File: src/rtl/tile_grid_collision_and_spawn_assert.svh
// Assertion macros for the tile grid collision and spawn block.
// Expects i_clk and i_rst_n in the scope of the module that uses them.
`ifndef TILE_GRID_COLLISION_AND_SPAWN_ASSERT_SVH
`define TILE_GRID_COLLISION_AND_SPAWN_ASSERT_SVH

// same-cycle implication, disabled while reset is low
`define TGCS_ASSERT_NOW(lbl, ante, cons, msg) \
    lbl: assert property (@(posedge i_clk) disable iff (!i_rst_n) (ante) |-> (cons)) \
        else $error(msg);

// next-cycle implication, disabled while reset is low
`define TGCS_ASSERT_NEXT(lbl, ante, cons, msg) \
    lbl: assert property (@(posedge i_clk) disable iff (!i_rst_n) (ante) |=> (cons)) \
        else $error(msg);

`endif

File: src/rtl/tgcs_pkg.sv
// Shared types and constants of the tile grid collision and spawn block.
// No dependencies; imported by every module of the block.
`default_nettype none

package tgcs_pkg;

    localparam int DEF_MAX_COLS = 64;
    localparam int DEF_MAX_ROWS = 64;

    localparam int CFG_W   = 7;   // width of every configuration register
    localparam int CRD_W   = 9;   // holds a map size up to 256
    localparam int IDX_W   = 8;   // holds a grid coordinate up to 255
    localparam int OUT_W   = 14;  // spawn coordinate width
    localparam int PROD_W  = 16;  // (2*col+1)*tile product width

    localparam int DIV_NUM_W      = 13;  // nonnegative dividend width
    localparam int DIV_RADIX_BITS = 4;   // quotient bits resolved per cycle
    localparam int DIV_STEPS      = (DIV_NUM_W + DIV_RADIX_BITS - 1) / DIV_RADIX_BITS;
    localparam int DIV_PAD_W      = DIV_STEPS * DIV_RADIX_BITS;
    localparam int DIV_CNT_W      = (DIV_STEPS > 1) ? $clog2(DIV_STEPS) : 1;

    localparam logic [1:0] KIND_WRITE = 2'd0;
    localparam logic [1:0] KIND_RECT  = 2'd1;
    localparam logic [1:0] KIND_SPAWN = 2'd2;

    localparam logic [1:0] CFG_TILE_W = 2'd0;
    localparam logic [1:0] CFG_TILE_H = 2'd1;
    localparam logic [1:0] CFG_MAP_W  = 2'd2;
    localparam logic [1:0] CFG_MAP_H  = 2'd3;

    localparam logic [CFG_W-1:0] TILE_RESET = 7'd16;
    localparam logic [CFG_W-1:0] MAP_RESET  = 7'd64;
    localparam logic [CFG_W-1:0] TILE_MAX   = 7'd64;

    localparam logic [OUT_W-1:0] FALLBACK_HALF = 14'd200;

    // bit positions of a stored cell
    localparam int WALL_POS  = 0;
    localparam int FLOOR_POS = 1;

    typedef struct packed {
        logic             spawn;  // 1: look for floor without wall, 0: look for wall
        logic [IDX_W-1:0] c0;
        logic [IDX_W-1:0] c1;
        logic [IDX_W-1:0] r0;
        logic [IDX_W-1:0] r1;
    } t_scan_req;

    typedef struct packed {
        logic             done;
        logic             found;
        logic [IDX_W-1:0] col;
        logic [IDX_W-1:0] row;
    } t_scan_res;

    function automatic logic [CFG_W-1:0] clamp_tile(input logic [CFG_W-1:0] raw);
        logic [CFG_W-1:0] v;
        v = raw;
        if (v == '0) begin
            v = CFG_W'(1);
        end else if (v > TILE_MAX) begin
            v = TILE_MAX;
        end
        return v;
    endfunction

endpackage

`default_nettype wire

File: src/rtl/tgcs_scan.sv
// Span scanner: walks a rectangle of cells in row-major order through the
// cell memory's read port and stops at the first match; depends on tgcs_pkg.
`default_nettype none

module tgcs_scan #(
    parameter int MAX_COLS = tgcs_pkg::DEF_MAX_COLS,
    parameter int MAX_ROWS = tgcs_pkg::DEF_MAX_ROWS
) (
    input  wire logic                                            i_clk,
    input  wire logic                                            i_rst_n,
    input  wire logic                                            i_start,
    input  wire tgcs_pkg::t_scan_req                             i_req,
    output logic [$clog2(MAX_COLS)+$clog2(MAX_ROWS)-1:0]         o_raddr,
    input  wire logic [1:0]                                      i_rdata,
    output tgcs_pkg::t_scan_res                                  o_res
);
    import tgcs_pkg::*;

    localparam int COL_W = $clog2(MAX_COLS);
    localparam int ROW_W = $clog2(MAX_ROWS);

    logic             r_spawn;
    logic [COL_W-1:0] r_c0, r_c1, r_c, r_pc;
    logic [ROW_W-1:0] r_r1, r_r, r_pr;
    logic             r_run;
    logic             r_pend;   // a read is in flight, its data is on i_rdata
    logic             r_plast;  // the read in flight is the last cell of the span
    logic             r_done;
    logic             r_found;
    logic [COL_W-1:0] r_fc;
    logic [ROW_W-1:0] r_fr;

    logic last;
    logic match;
    logic hit_now;

    always_comb begin
        last    = (r_c == r_c1) && (r_r == r_r1);
        match   = r_spawn ? (!i_rdata[WALL_POS] && i_rdata[FLOOR_POS]) : i_rdata[WALL_POS];
        hit_now = r_pend && match;
    end

    always_ff @(posedge i_clk) begin
        if (!i_rst_n) begin
            r_run  <= 1'b0;
            r_pend <= 1'b0;
            r_done <= 1'b0;
        end else begin
            r_done <= 1'b0;
            if (i_start) begin
                r_run  <= 1'b1;
                r_pend <= 1'b0;
            end else begin
                if (r_pend && (hit_now || r_plast)) begin
                    r_done <= 1'b1;
                end
                if (hit_now) begin
                    // drop the read still in flight
                    r_run  <= 1'b0;
                    r_pend <= 1'b0;
                end else if (r_run) begin
                    r_pend <= 1'b1;
                    if (last) begin
                        r_run <= 1'b0;
                    end
                end else begin
                    r_pend <= 1'b0;
                end
            end
        end
    end

    always_ff @(posedge i_clk) begin
        if (i_start) begin
            r_spawn <= i_req.spawn;
            r_c0    <= i_req.c0[COL_W-1:0];
            r_c1    <= i_req.c1[COL_W-1:0];
            r_r1    <= i_req.r1[ROW_W-1:0];
            r_c     <= i_req.c0[COL_W-1:0];
            r_r     <= i_req.r0[ROW_W-1:0];
        end else begin
            if (r_pend && (hit_now || r_plast)) begin
                r_found <= hit_now;
                r_fc    <= r_pc;
                r_fr    <= r_pr;
            end
            if (r_run && !hit_now) begin
                r_pc    <= r_c;
                r_pr    <= r_r;
                r_plast <= last;
                // advance along the row, wrap to the next row
                if (r_c == r_c1) begin
                    r_c <= r_c0;
                    r_r <= r_r + ROW_W'(1);
                end else begin
                    r_c <= r_c + COL_W'(1);
                end
            end
        end
    end

    assign o_raddr     = {r_r, r_c};
    assign o_res.done  = r_done;
    assign o_res.found = r_found;
    assign o_res.col   = IDX_W'(r_fc);
    assign o_res.row   = IDX_W'(r_fr);

endmodule

`default_nettype wire

File: config.mk
export PLATFORM = sky130hd
export DESIGN_NAME = tgcs_scan
export DESIGN_NICKNAME = d
export VERILOG_FILES = /design/src/rtl/tile_grid_collision_and_spawn_assert.svh /design/src/rtl/tgcs_pkg.sv /design/src/rtl/tgcs_scan.sv
export SDC_FILE = /design/constraint.sdc
export NUM_CORES = 1
export LEC_CHECK = 0
export CAP_MARGIN = 5
export CORE_MARGIN = 2
export CORE_UTILIZATION = 60
export CTS_BUF_LIST = sky130_fd_sc_hd__clkbuf_16
export CTS_CLUSTER_DIAMETER = 200
export DETAILED_ROUTE_END_ITERATION = 10
export DONT_BUFFER_PORTS = 1
export GPL_TIMING_DRIVEN = 1
export PLACE_DENSITY = 0.76
export SLEW_MARGIN = 20
export SYNTH_ARGS = -nofsm -noshare
export SYNTH_HDL_FRONTEND = slang
export SYNTH_SLANG_ARGS = --single-unit
File: constraint.sdc
create_clock -name i_clk -period 2.55 [get_ports i_clk]
set_clock_uncertainty 0.05 [all_clocks]
set_input_delay 0.3825 -clock i_clk [delete_from_list [all_inputs] [get_ports i_clk]]
set_output_delay 0.3825 -clock i_clk [all_outputs]
set_load 0.02 [all_outputs]
==> out/qor.txt <==
Async S/R FF share, synth - 0%
Core area - 3940 sq um
Clock sinks - 60
Hold depth - 1
WP data required - 2.57 ns
Type of the most critical hold path - primary input to register
Post-synth top area share - 70.8%
Depth of the most critical reg-to-reg path - 4
Fmax achieved - 519 MHz
Worst hold margin - 0.106 ns
Reg-to-reg startpoint - r_c[2]
Initial core utilization - 61.3%
Yosys warns - 0
Total Negative Setup Slacks - 0 ns
Vias in the first global route - 1277
#FFs+latches synth - 60
Cell Area, Synth - 2420 sq um
Fillers - 233
Pwr per Cell Area - 996 nW/um^2
Seq/Total Area, Yosys - 73.3%
Routed via count - 1253
Synthesized area per cell - 15.1 sq um
Register-to-register setup slack - 0.62 ns
CTS Hold Buffers Added - 0
TritonCTS clock tree - yes
Leading area contributor after synthesis - edfxtp_1
Crit Path Category - register to register
CTS Buffer Depth - 2
Leakage - 0.000961 uW
CP Capture Type - register
ANT nets after route - 0
CTS clk-pin slew, worst paths - 0.05 ns
Wire per inst - 18.2 microns
H-tree depth reported by CTS - 3
Status - finished clean
Post-Route WL - 4.02 mm
Gr busiest metal - met2
Fin crit period - 1.93 ns
Met3 usage - 7.83%
Post-DP Area - 2450 sq um
End of the worst hold path - r_pend
Nets - 206
Final setup violation count - 0
Die Ht - 67.5 microns
Iteration-0 DRC Markers - 67
Max-slew violation count - 0
Initial antenna violation count - 0
Critical Path AT - 1.94 ns
Worst setup SP type - register
1st-pass router iterations - 4
Die ar. - 4550 sq um
Placement Rows - 23
Die W - 67.5 microns
Clock latency at the later pin of the worst-skew pair - 0.32 ns
Met1 Use GR - 24.3%
Post-CTS Resized - 0
Global-route wire length before repair - 6.22 mm
RSZ-0062 raised after global routing - false
Ports - 68
Tcrit/Tclk final - 75.6%
Largest net degree at the start of global routing - 50
Cell with the most instances after synthesis - edfxtp_1
Max-cap violations - 0
Synth unique cells - 35
Mapped Cells - 160
Setup bufs post-CTS - 0
Critical Path Fanout Max - 7
Inserted Clock Buffers - 9
Area growth, synth to finish - 15.3%
Post-synth EDFFs - 57
Via density - 5.67
RD Place Congestion - 0.816
Ant diodes - 0
Max IR drop VDD - 674 uV
Gr ovfl total - 0
Most used DFF post-synth - edfxtp_1
Final Hold Vio Count - 0
DRC errors left - 0
Final Cell Area - 2790 sq um
DP Wirelength - 2.72 mm
Top cells by instance count after synthesis - 57 x edfxtp_1, 16 x nand2_1, 16 x xnor2_1
Clk root buf - clkbuf_16
Met2 Use GR - 30.1%
Reg2reg end - r_c[0]
Area contributors post-synth - edfxtp_1 71%, xnor2_1 5.8%, dfxtp_1 2.5%, nand2_1 2.5%, buf_4 1.9%
Hold Startpoint - i_start
Fraction of layout cells with a size suffix above 1 - 13.5%
PortBufs - 0
GRT Total Usage - 20.4%
state kept, by name (all words and copies together) (netlist names):
| name | count |
|---|---|
| r_plast | 1 |
| r_c | 6 |
| r_c0 | 6 |
| r_pr | 6 |
| r_fc | 6 |
| r_done | 1 |
| r_c1 | 6 |
| r_r1 | 6 |
| r_found | 1 |
| r_spawn | 1 |
| r_run | 1 |
| r_r | 6 |
| r_pend | 1 |
| r_fr | 6 |
| r_pc | 6 |
worst max-delay path, stage by stage, from the launching register on:
cell,delay (ns)
edfxtp_1,0.56
xnor2_1,0.28
and4_1,0.38
a21oi_1,0.11
o31a_1,0.29
cells by family (layout without fill, tap and decap cells):
group	Yosys count	in the layout	share of synthesized area, %
flip-flops	60	60	73.3
AND/OR/NAND/NOR	43	43	9.42
AO/OA/AOI/OAI	20	20	5.33
XOR/XNOR	19	19	6.88
buffers and inverters	14	22	3.47
adder cells (fa/ha/maj)	2	2	1.03
other	1	4	0.155
multiplexers	1	1	0.466
through the flow:
stage	instances	util [%]	setup slack [ns]	power (uW)
after floorplan	163	-	0.403	1400
after global placement	205	62.1	0.716	1430
after detailed placement	205	62.1	0.671	1440
after CTS	221	70.7	0.639	2800
after global routing	221	70.7	0.531	2870
final	221	70.7	0.623	2780
report_power, final:
group | switching, uW | leakage, uW | total, uW | internal, uW
Combinational | 90.4 | 0.000225 | 164 | 73.2
Sequential | 93.7 | 0.000573 | 1260 | 1170
Clock | 405 | 0.000163 | 1350 | 949
Total | 589 | 0.000961 | 2780 | 2190
worst max-delay path by stage:
| stage | start | end | cells past startpoint |
|---|---|---|---|
| floorplan | i_rdata[0] | r_fc[0] | 3 |
| global placement | r_c[0] | r_r[3] | 4 |
| detailed placement | r_c[2] | r_c[0] | 4 |
| CTS | r_c[2] | r_c[0] | 4 |
| global route | r_c[2] | r_c[0] | 4 |
| finish | r_c[2] | r_c[0] | 4 |
cell type report:
type                            instances  area (sq um)  area share [%]
Multi-Input combinational cell         89           579            20.8
Inverter                                3          11.3           0.404
Sequential cell                        60          1770            63.6
Tap cell                               50          62.6            2.24
Timing Repair Buffer                    3          22.5           0.808
Clock buffer                            9           225            8.08
Clock inverter                          7           115            4.13
routing by layer:
metal  vias to the layer above  share of wire, %
met5                         -                 0
met4                         0               1.6
met3                         6               5.3
met2                        54                50
met1                       599                43
li1                        594                 -
cells in the final DEF, fill, tap and decap left out, drive strengths merged, types with 2 or more instances in the layout:
cell	count
nor2	3
nor3	7
dfxtp	3
bufinv	3
xor2	3
conb	4
inv	3
nand2	16
a21oi	4
xnor2	16
buf	3
and2	2
o31ai	5
ha	2
nand3	4
nand2b	2
edfxtp	57
clkinv	3
clkbuf	9
nand4	2
o21ai	6
No activity file was read; power rests on OpenSTA's default activity.
