**src/rtl/tile_grid_collision_and_spawn_assert.svh**
```systemverilog
// Assertion macros for the tile grid collision and spawn block.
// Expects i_clk and i_rst_n in the scope of the module that uses them.
`ifndef TILE_GRID_COLLISION_AND_SPAWN_ASSERT_SVH
`define TILE_GRID_COLLISION_AND_SPAWN_ASSERT_SVH

// same-cycle implication, disabled while reset is low
`define TGCS_ASSERT_NOW(lbl, ante, cons, msg) \
    lbl: assert property (@(posedge i_clk) disable iff (!i_rst_n) (ante) |-> (cons)) \
        else $error(msg);

// next-cycle implication, disabled while reset is low
`define TGCS_ASSERT_NEXT(lbl, ante, cons, msg) \
    lbl: assert property (@(posedge i_clk) disable iff (!i_rst_n) (ante) |=> (cons)) \
        else $error(msg);

`endif

```
**src/rtl/tgcs_pkg.sv**
```systemverilog
// Shared types and constants of the tile grid collision and spawn block.
// No dependencies; imported by every module of the block.
`default_nettype none

package tgcs_pkg;

    localparam int DEF_MAX_COLS = 64;
    localparam int DEF_MAX_ROWS = 64;

    localparam int CFG_W   = 7;   // width of every configuration register
    localparam int CRD_W   = 9;   // holds a map size up to 256
    localparam int IDX_W   = 8;   // holds a grid coordinate up to 255
    localparam int OUT_W   = 14;  // spawn coordinate width
    localparam int PROD_W  = 16;  // (2*col+1)*tile product width

    localparam int DIV_NUM_W      = 13;  // nonnegative dividend width
    localparam int DIV_RADIX_BITS = 4;   // quotient bits resolved per cycle
    localparam int DIV_STEPS      = (DIV_NUM_W + DIV_RADIX_BITS - 1) / DIV_RADIX_BITS;
    localparam int DIV_PAD_W      = DIV_STEPS * DIV_RADIX_BITS;
    localparam int DIV_CNT_W      = (DIV_STEPS > 1) ? $clog2(DIV_STEPS) : 1;

    localparam logic [1:0] KIND_WRITE = 2'd0;
    localparam logic [1:0] KIND_RECT  = 2'd1;
    localparam logic [1:0] KIND_SPAWN = 2'd2;

    localparam logic [1:0] CFG_TILE_W = 2'd0;
    localparam logic [1:0] CFG_TILE_H = 2'd1;
    localparam logic [1:0] CFG_MAP_W  = 2'd2;
    localparam logic [1:0] CFG_MAP_H  = 2'd3;

    localparam logic [CFG_W-1:0] TILE_RESET = 7'd16;
    localparam logic [CFG_W-1:0] MAP_RESET  = 7'd64;
    localparam logic [CFG_W-1:0] TILE_MAX   = 7'd64;

    localparam logic [OUT_W-1:0] FALLBACK_HALF = 14'd200;

    // bit positions of a stored cell
    localparam int WALL_POS  = 0;
    localparam int FLOOR_POS = 1;

    typedef struct packed {
        logic             spawn;  // 1: look for floor without wall, 0: look for wall
        logic [IDX_W-1:0] c0;
        logic [IDX_W-1:0] c1;
        logic [IDX_W-1:0] r0;
        logic [IDX_W-1:0] r1;
    } t_scan_req;

    typedef struct packed {
        logic             done;
        logic             found;
        logic [IDX_W-1:0] col;
        logic [IDX_W-1:0] row;
    } t_scan_res;

    function automatic logic [CFG_W-1:0] clamp_tile(input logic [CFG_W-1:0] raw);
        logic [CFG_W-1:0] v;
        v = raw;
        if (v == '0) begin
            v = CFG_W'(1);
        end else if (v > TILE_MAX) begin
            v = TILE_MAX;
        end
        return v;
    endfunction

endpackage

`default_nettype wire

```
**src/rtl/tgcs_div.sv**
```systemverilog
// Iterative restoring divider: nonnegative dividend by a tile size.
// Resolves DIV_RADIX_BITS quotient bits per cycle; depends on tgcs_pkg.
`default_nettype none

module tgcs_div (
    input  wire logic                          i_clk,
    input  wire logic                          i_rst_n,
    input  wire logic                          i_start,
    input  wire logic [tgcs_pkg::DIV_NUM_W-1:0] i_num,
    input  wire logic [tgcs_pkg::CFG_W-1:0]    i_den,
    output logic                               o_done,
    output logic [tgcs_pkg::DIV_NUM_W-1:0]     o_quo
);
    import tgcs_pkg::*;

    logic [DIV_PAD_W-1:0] r_acc, n_acc;   // dividend bits out at top, quotient in at bottom
    logic [CFG_W-2:0]     r_rem, n_rem;
    logic [CFG_W-1:0]     r_den;
    logic [DIV_CNT_W-1:0] r_cnt;
    logic                 r_busy;
    logic                 r_done;

    always_comb begin
        logic [CFG_W-1:0] rs;
        logic             ge;
        n_acc = r_acc;
        n_rem = r_rem;
        for (int k = 0; k < DIV_RADIX_BITS; k++) begin
            rs    = {n_rem, n_acc[DIV_PAD_W-1]};
            ge    = (rs >= r_den);
            n_rem = ge ? (CFG_W-1)'(rs - r_den) : rs[CFG_W-2:0];
            n_acc = {n_acc[DIV_PAD_W-2:0], ge};
        end
    end

    always_ff @(posedge i_clk) begin
        if (!i_rst_n) begin
            r_busy <= 1'b0;
            r_done <= 1'b0;
            r_cnt  <= '0;
        end else begin
            r_done <= 1'b0;
            if (i_start) begin
                r_busy <= 1'b1;
                r_cnt  <= '0;
            end else if (r_busy) begin
                r_cnt <= r_cnt + DIV_CNT_W'(1);
                if (r_cnt == DIV_CNT_W'(DIV_STEPS - 1)) begin
                    r_busy <= 1'b0;
                    r_done <= 1'b1;
                end
            end
        end
    end

    always_ff @(posedge i_clk) begin
        if (i_start) begin
            r_acc <= DIV_PAD_W'(i_num);
            r_rem <= '0;
            r_den <= i_den;
        end else if (r_busy) begin
            r_acc <= n_acc;
            r_rem <= n_rem;
        end
    end

    assign o_done = r_done;
    assign o_quo  = r_acc[DIV_NUM_W-1:0];

endmodule

`default_nettype wire

```
**config.mk**
```make
export PLATFORM = sky130hd
export DESIGN_NAME = tgcs_div
export DESIGN_NICKNAME = d
export VERILOG_FILES = /design/src/rtl/tile_grid_collision_and_spawn_assert.svh /design/src/rtl/tgcs_pkg.sv /design/src/rtl/tgcs_div.sv
export SDC_FILE = /design/constraint.sdc
export NUM_CORES = 1
export LEC_CHECK = 0
export ABC_AREA = 1
export BUFFER_PORTS_ARGS = -buffer_cell sky130_fd_sc_hd__buf_2
export CAP_MARGIN = 20
export CELL_PAD_IN_SITES_DETAIL_PLACEMENT = 1
export CELL_PAD_IN_SITES_GLOBAL_PLACEMENT = 1
export CORE_MARGIN = 2
export CORE_UTILIZATION = 43
export DETAILED_ROUTE_END_ITERATION = 8
export PLACE_DENSITY_LB_ADDON = 0.1
export RECOVER_POWER = 100
export SLEW_MARGIN = 20
export SYNTH_ARGS = -nofsm -noshare
export SYNTH_HDL_FRONTEND = slang
export SYNTH_SLANG_ARGS = --single-unit
```
**constraint.sdc**
```tcl
create_clock -name i_clk -period 5.35 [get_ports i_clk]
set_input_delay 1.07 -clock i_clk [delete_from_list [all_inputs] [get_ports i_clk]]
set_output_delay 1.07 -clock i_clk [all_outputs]
set_load 0.02 [all_outputs]
```
==> impl_metrics.env, run 1 <==
export IMPL_vias=2624
export IMPL_avgSynthCellArea_um2=7.61
export IMPL_io_buffers=36
export IMPL_grt_pass1_vias=2683
export IMPL_synth_seq_cells=33
export IMPL_setup_tns_final_ps=0
export IMPL_status="finished clean"
export IMPL_antenna_found_initial=0
export IMPL_drc=0
export IMPL_diodes=0
export IMPL_grt_setup_unrepaired="yes"
export IMPL_root_buffer="clkbuf_8"
export IMPL_cts_tree="yes"
export IMPL_initial_core_util_pct=44.1
export IMPL_period_needed_ps=5260
export IMPL_swShare_pct=49.6
export IMPL_fillCellCount=792
export IMPL_p_int_uw=1230
export IMPL_drive_above_1_share_pct=35.5
export IMPL_routedWlPerCell_um=17.7
export IMPL_finalClockSkew_ps=13.8
export IMPL_hold_viol=0
export IMPL_mostFrequentLayoutCell="nand2_1"
export IMPL_yosysTopAreaCell="edfxtp_1"
export IMPL_met2_usage_pct=41.2
export IMPL_fin_crit_sh_pct=98.2
export IMPL_dr_pass1_iters=4
export IMPL_grt_max_degree=28
export IMPL_via_per_inst=5.28
export IMPL_synth_nets=420
export IMPL_grt_use_total_pct=23.2
export IMPL_power_density_nw_per_um2=677
export IMPL_ys_flop_type="edfxtp_1"
export IMPL_use_met3_pct=3.05
export IMPL_worstSetupPathType="reg2reg"
export IMPL_synth_enable_flop_cells=20
export IMPL_overflow=0
export IMPL_antenna_left=0
export IMPL_power_switching_uw=1210
export IMPL_design_die_area_um2=7100
export IMPL_critPathCaptureType="register"
export IMPL_crit_top_cell="nand2_1"
export IMPL_areaGrowthSynthToFinish_pct=30.0
export IMPL_most_common_layout_cells="nand2_1 (100), inv_1 (41), buf_2 (34)"
export IMPL_comb_power_share_pct=78.3
export IMPL_tightest_slew_ps=677
export IMPL_drt_iter0_drc=123
export IMPL_die_h_um=84.3
export IMPL_setup_violations_final=0
export IMPL_post_route_util_pct=57.4
export IMPL_ios=37
export IMPL_clockPowerShare_pct=7.7
export IMPL_clockBufferDepth=2
export IMPL_cts_hold_buf=0
export IMPL_maxSlewViolCount=0
export IMPL_hold_path_class="reg2reg"
export IMPL_place_congestion=0.854
export IMPL_max_stage_delay_ps=450
export IMPL_clock_latency_ps=290
export IMPL_place_hpwl_um=6360
export IMPL_critPathMaxFanout=6
export IMPL_synth_area_um2=2770
export IMPL_htree_levels=2
export IMPL_path_clk_slew_ps=70
export IMPL_synth_area_top_cells="edfxtp_1 (22%), nand2_1 (15%), ha_1 (13%), dfxtp_1 (9.4%), inv_1 (6.8%)"
export IMPL_wl_um=8810
export IMPL_cp_buffers_inverters=8
export IMPL_busiest_layer="met2"
export IMPL_slew_headroom_pct=54.8
export IMPL_fmaxAchievable_ghz=0.190
export IMPL_peakVddDrop_mv=0.550
export IMPL_ys_seq_area_share_pct=31.1
export IMPL_critPathTopFamily="simple AND/OR/NAND/NOR gates"
export IMPL_synth_top_cell_area_share_pct=21.7
export IMPL_core_um2=6280
export IMPL_placed_area_um2=3040
export IMPL_nets=475
export IMPL_ys_warn_count=0
export IMPL_cp_start_kind="register"
export IMPL_async_flop_share_pct=0
export IMPL_worstPathRequired_ps=5580
export IMPL_row_count=29
export IMPL_p_leak_uw=0.00175
export IMPL_cp_arrival_ps=5480
export IMPL_synthCells=364
export IMPL_stdcell_area_um2=3600
export IMPL_ys_types=38
export IMPL_power_frac_seq_pct=14.1
export IMPL_cts_buffers=5
export IMPL_met1_usage_pct=30.7
export IMPL_drv_cap=0
export IMPL_grt_pass1_wl_um=12900
export IMPL_die_w_um=84.3
export IMPL_clock_sinks=33
export IMPL_cpMaxStageDelayCell="edfxtp_1"
==> per-stage QoR <==
stage	hold slack (ps)	std cells	setup slack (ps)	total power, µW
2_1_floorplan	432	364	472	1330
3_3_place_gp	458	474	-172	1650
3_5_place_dp	466	474	-299	1690
4_1_cts	476	491	25.9	2040
5_1_grt	508	497	-196	2630
6_report	470	497	94.0	2440
==> Yosys cell counts (2+ instances only) <==
master    instances
nand2_1         112
inv_1            50
ha_1             29
nand3_1          23
edfxtp_1         20
a21oi_1          15
o21ai_0          14
buf_4            13
dfxtp_1          13
nor2_1           11
xor2_1            8
xnor2_1           6
nand2_2           5
nand4_1           5
fa_1              4
a31oi_1           3
inv_2             3
o21ai_2           3
clkbuf_1          2
nand3b_1          2
nand3b_2          2
nor2_4            2
o21ai_1           2
o21bai_1          2
or2_2             2
==> routing by layer <==
layer	wire, µm	up-vias
li1	-	1279
met1	3830	1279
met2	4630	54
met3	265	12
met4	88	0
met5	0	-
==> worst min-delay path: cells and delay by family, from the launching register on <==
family             cells  cell delay, ps
AOI/OAI and AO/OA      1              50
and+or+nand+nor        1              60
DFF                    1             320
==> power by group through the flow <==
stage,clock network (µW),registers (µW),logic [µW]
6_report,187,343,1910
5_1_grt,195,348,2080
4_1_cts,187,342,1510
3_5_place_dp,0,346,1340
3_3_place_gp,0,344,1300
2_1_floorplan,0,337,992
==> cells by family (layout without fill, tap and decap cells) <==
kind of cell	Yosys count	after routing	share of synthesized area, %
compound gates	44	44	9.48
flops	33	33	31.1
xor+xnor	14	14	4.42
fa+ha+maj	33	33	16.0
buf+inv	70	126	11.3
simple gates	170	170	27.7
==> registers in the layout, summed over array words and instances, names as in the netlist <==
name / cells
r_acc: 16
r_den: 7
r_rem: 6
r_cnt: 2
o_done: 1
r_busy: 1
==> what timing repair did <==
action | CTS | global route
gates resized for setup | 15 | 58
setup buffers | 9 | 6
pin swaps | 6 | 20
setup endpoints to repair | 7 | 7
==> cell type report <==
class                   instances  area, µm²  area share (%)
multi-input cells             261       1950            54.2
well taps                      77       96.3            2.67
inverters                      54        208            5.77
clock buffers                   6       72.6            2.01
flip-flops and latches         33        861            23.9
clock inverters                 2       11.3           0.313
repair buffers                 64        403            11.2
==> worst paths after layout <==
| check | startpoint | to | slack [ps] | depth (start not counted) |
|---|---|---|---|---|
| worst max-delay path | r_den[1]$_DFFE_PP_ | r_rem[4]$_SDFFE_PP0P_ | 90 | 38 |
| worst min register to register | r_cnt[1]$_SDFFE_PP0P_ | r_cnt[1]$_SDFFE_PP0P_ | 470 | 2 |
| worst min-delay path | r_cnt[1]$_SDFFE_PP0P_ | r_cnt[1]$_SDFFE_PP0P_ | 470 | 2 |
| worst max register to register | r_den[1]$_DFFE_PP_ | r_rem[4]$_SDFFE_PP0P_ | 90 | 38 |
(Power assumes the default switching activity.)
==> inputs of run 2 (changes only) <==
- CAP_MARGIN: 20 -> 0
- CELL_PAD_IN_SITES_DETAIL_PLACEMENT: 1 -> unset
- CELL_PAD_IN_SITES_GLOBAL_PLACEMENT: 1 -> unset
- CORE_UTILIZATION: 43 -> 58
- PLACE_DENSITY: unset -> 0.8
- PLACE_DENSITY_LB_ADDON: 0.1 -> unset
==> run 2 against run 1 <==
The run now ends with setup timing left. First-iteration DRC count rose by 96%. Power fell by 4.3%. Cell count is 6.0% lower. Wire length decreased by 10%. Clock power is 23% higher. Register-to-register slack got worse by 140 ps. Count of clock-buffer cells in the layout did not move. Combinational power decreased by 8%. Sequential power is essentially flat. Utilization grew 17 points. Critical path depth is 7 lower. Sequential share of layout area rose by 0.87 points.
==> impl_metrics.env, run 2 (same netlist as run 1, synthesis figures left out) <==
export IMPL_place_congestion=0.917
export IMPL_fmaxAchievable_ghz=0.185
export IMPL_root_buffer="clkbuf_8"
export IMPL_hold_path_class="reg2reg"
export IMPL_cp_start_kind="register"
export IMPL_cp_arrival_ps=5630
export IMPL_design_die_area_um2=5350
export IMPL_drt_iter0_drc=241
export IMPL_clock_latency_ps=300
export IMPL_r2r_setup_slack_ps=-50
export IMPL_most_common_layout_cells="nand2_1 (106), inv_1 (43), buf_2 (34)"
export IMPL_diodes=0
export IMPL_crit_path_start="r_den[1]$_DFFE_PP_"
export IMPL_grt_use_total_pct=26.3
export IMPL_cpMaxStageDelayCell="edfxtp_1"
export IMPL_drc=0
export IMPL_worstSetupPathType="reg2reg"
export IMPL_antenna_left=0
export IMPL_critPathMaxFanout=7
export IMPL_drv_cap=0
export IMPL_finalClockSkew_ps=8.68
export IMPL_htree_levels=2
export IMPL_r2r_start="r_den[1]$_DFFE_PP_"
export IMPL_ios=37
export IMPL_antenna_found_initial=0
export IMPL_worstPathRequired_ps=5580
export IMPL_path_clk_slew_ps=70
export IMPL_failed_checks="setup timing"
export IMPL_grt_max_degree=28
export IMPL_overflow=0
export IMPL_routedWlPerCell_um=17.0
export IMPL_hold_viol=0
export IMPL_areaGrowthSynthToFinish_pct=25.4
export IMPL_slew_headroom_pct=55.2
export IMPL_vias=2756
export IMPL_critPathCaptureType="register"
export IMPL_hold_path_end="r_acc[14]$_SDFFE_PP0P_"
export IMPL_layout_setup_ws_ps=-49.8
export IMPL_clock_sinks=33
export IMPL_reg2reg_to="r_rem[5]$_SDFFE_PP0P_"
export IMPL_crit_top_cell="nand2_1"
export IMPL_drive_above_1_share_pct=32.0
export IMPL_setup_violations_final=5
export IMPL_via_per_inst=5.90
export IMPL_rr_worst_depth=31
export IMPL_largest_reg_flops=16
export IMPL_cts_buffers=5
export IMPL_clockBufferDepth=2
export IMPL_core_um2=4660
export IMPL_mostFrequentLayoutCell="nand2_1"
export IMPL_period_needed_ps=5400
export IMPL_peakVddDrop_mv=0.421
export IMPL_pre_cts_ws_ps=-182
export IMPL_io_buffers=36
export IMPL_hold_path_depth=2
export IMPL_power_density_nw_per_um2=671
export IMPL_fin_crit_sh_pct=101
export IMPL_dr_pass1_iters=5
export IMPL_maxSlewViolCount=0
export IMPL_row_count=25
export IMPL_place_hpwl_um=5180
export IMPL_tightest_slew_ps=671
export IMPL_p_leak_uw=0.00173
export IMPL_top_regs="r_acc x16, r_den x7, r_rem x6"
export IMPL_fillCellCount=316
export IMPL_max_stage_delay_ps=460
export IMPL_initial_core_util_pct=59.5
export IMPL_die_h_um=73.1
export IMPL_wl_um=7930
export IMPL_min_from="r_acc[10]$_DFFE_PP_"
export IMPL_fin_cells=467
export IMPL_grt_pass1_wl_um=10800
export IMPL_grt_pass1_vias=2431
export IMPL_status="complete, but fails checks"
export IMPL_cts_tree="yes"
export IMPL_max_flop_register="r_acc"
export IMPL_nets=468
export IMPL_die_w_um=73.1
export IMPL_place_detailed_instances=445
run 2: per-layer routing:
metal	vias to the layer above	wire length (µm)	global-route usage, %	share of wire, %
li1	1269	-	-	-
met1	1270	3070	33.8	39
met2	175	3780	42.0	48
met3	42	656	6.91	8.3
met4	0	418	10.5	5.3
met5	-	0	0	0
run 2: critical path: cells and delay by family, from the launching register on:
kind,cells,cell delay (ps)
AND/OR/NAND/NOR,15,1840
adder cells (fa/ha/maj),4,1220
AO/OA/AOI/OAI,5,870
buffers and inverters,6,750
flip-flops,1,460
XOR/XNOR,1,160
run 2: how the worst max path moves through the flow:
stage	end	slack, ps	cells after the start
6_report	r_rem[5]$_SDFFE_PP0P_	-50	31
5_1_grt	r_rem[0]$_SDFFE_PP0P_	-200	36
4_1_cts	r_acc[0]$_DFFE_PP_	20	34
3_5_place_dp	r_acc[0]$_DFFE_PP_	-180	34
3_3_place_gp	r_acc[0]$_DFFE_PP_	-60	34
2_1_floorplan	r_acc[0]$_DFFE_PP_	470	34
run 2: repair_timing:
item	CTS	global route
buffers inserted	4	9
gates resized for setup	6	54
setup endpoints to repair	7	7
pin swaps	2	27
gates cloned	0	1
hold buffers	0	0
run 2: area by class of cell:
class / count / area [µm²] / area share (%)
Multi-Input combinational cell: 262 / 1890 / 54.5
Sequential cell: 33 / 861 / 24.8
Timing Repair Buffer: 56 / 339 / 9.76
Inverter: 54 / 208 / 5.98
Clock buffer: 6 / 72.6 / 2.09
Tap cell: 54 / 67.6 / 1.94
Clock inverter: 2 / 33.8 / 0.972
run 2: report_power, final:
| part | switching (µW) | internal [µW] | leakage [µW] |
|---|---|---|---|
| combinational | 1050 | 714 | 0.00136 |
| sequential | 27.2 | 316 | 0.000309 |
| clock | 92.7 | 137 | 0.0000528 |
| total | 1170 | 1170 | 0.00173 |
run 2: through the flow:
step                      setup TNS [ps]  hold slack, ps  utilization, %  area, µm²  power [µW]
after floorplan                        0             432               -       2770        1330
after global placement              -167             451            63.6       2960        1530
after detailed placement            -922             469            63.6       2960        1560
after CTS                              0             487            67.2       3130        1860
after global routing               -1170             522            74.6       3480        2480
final                              -95.2             478            74.6       3480        2330
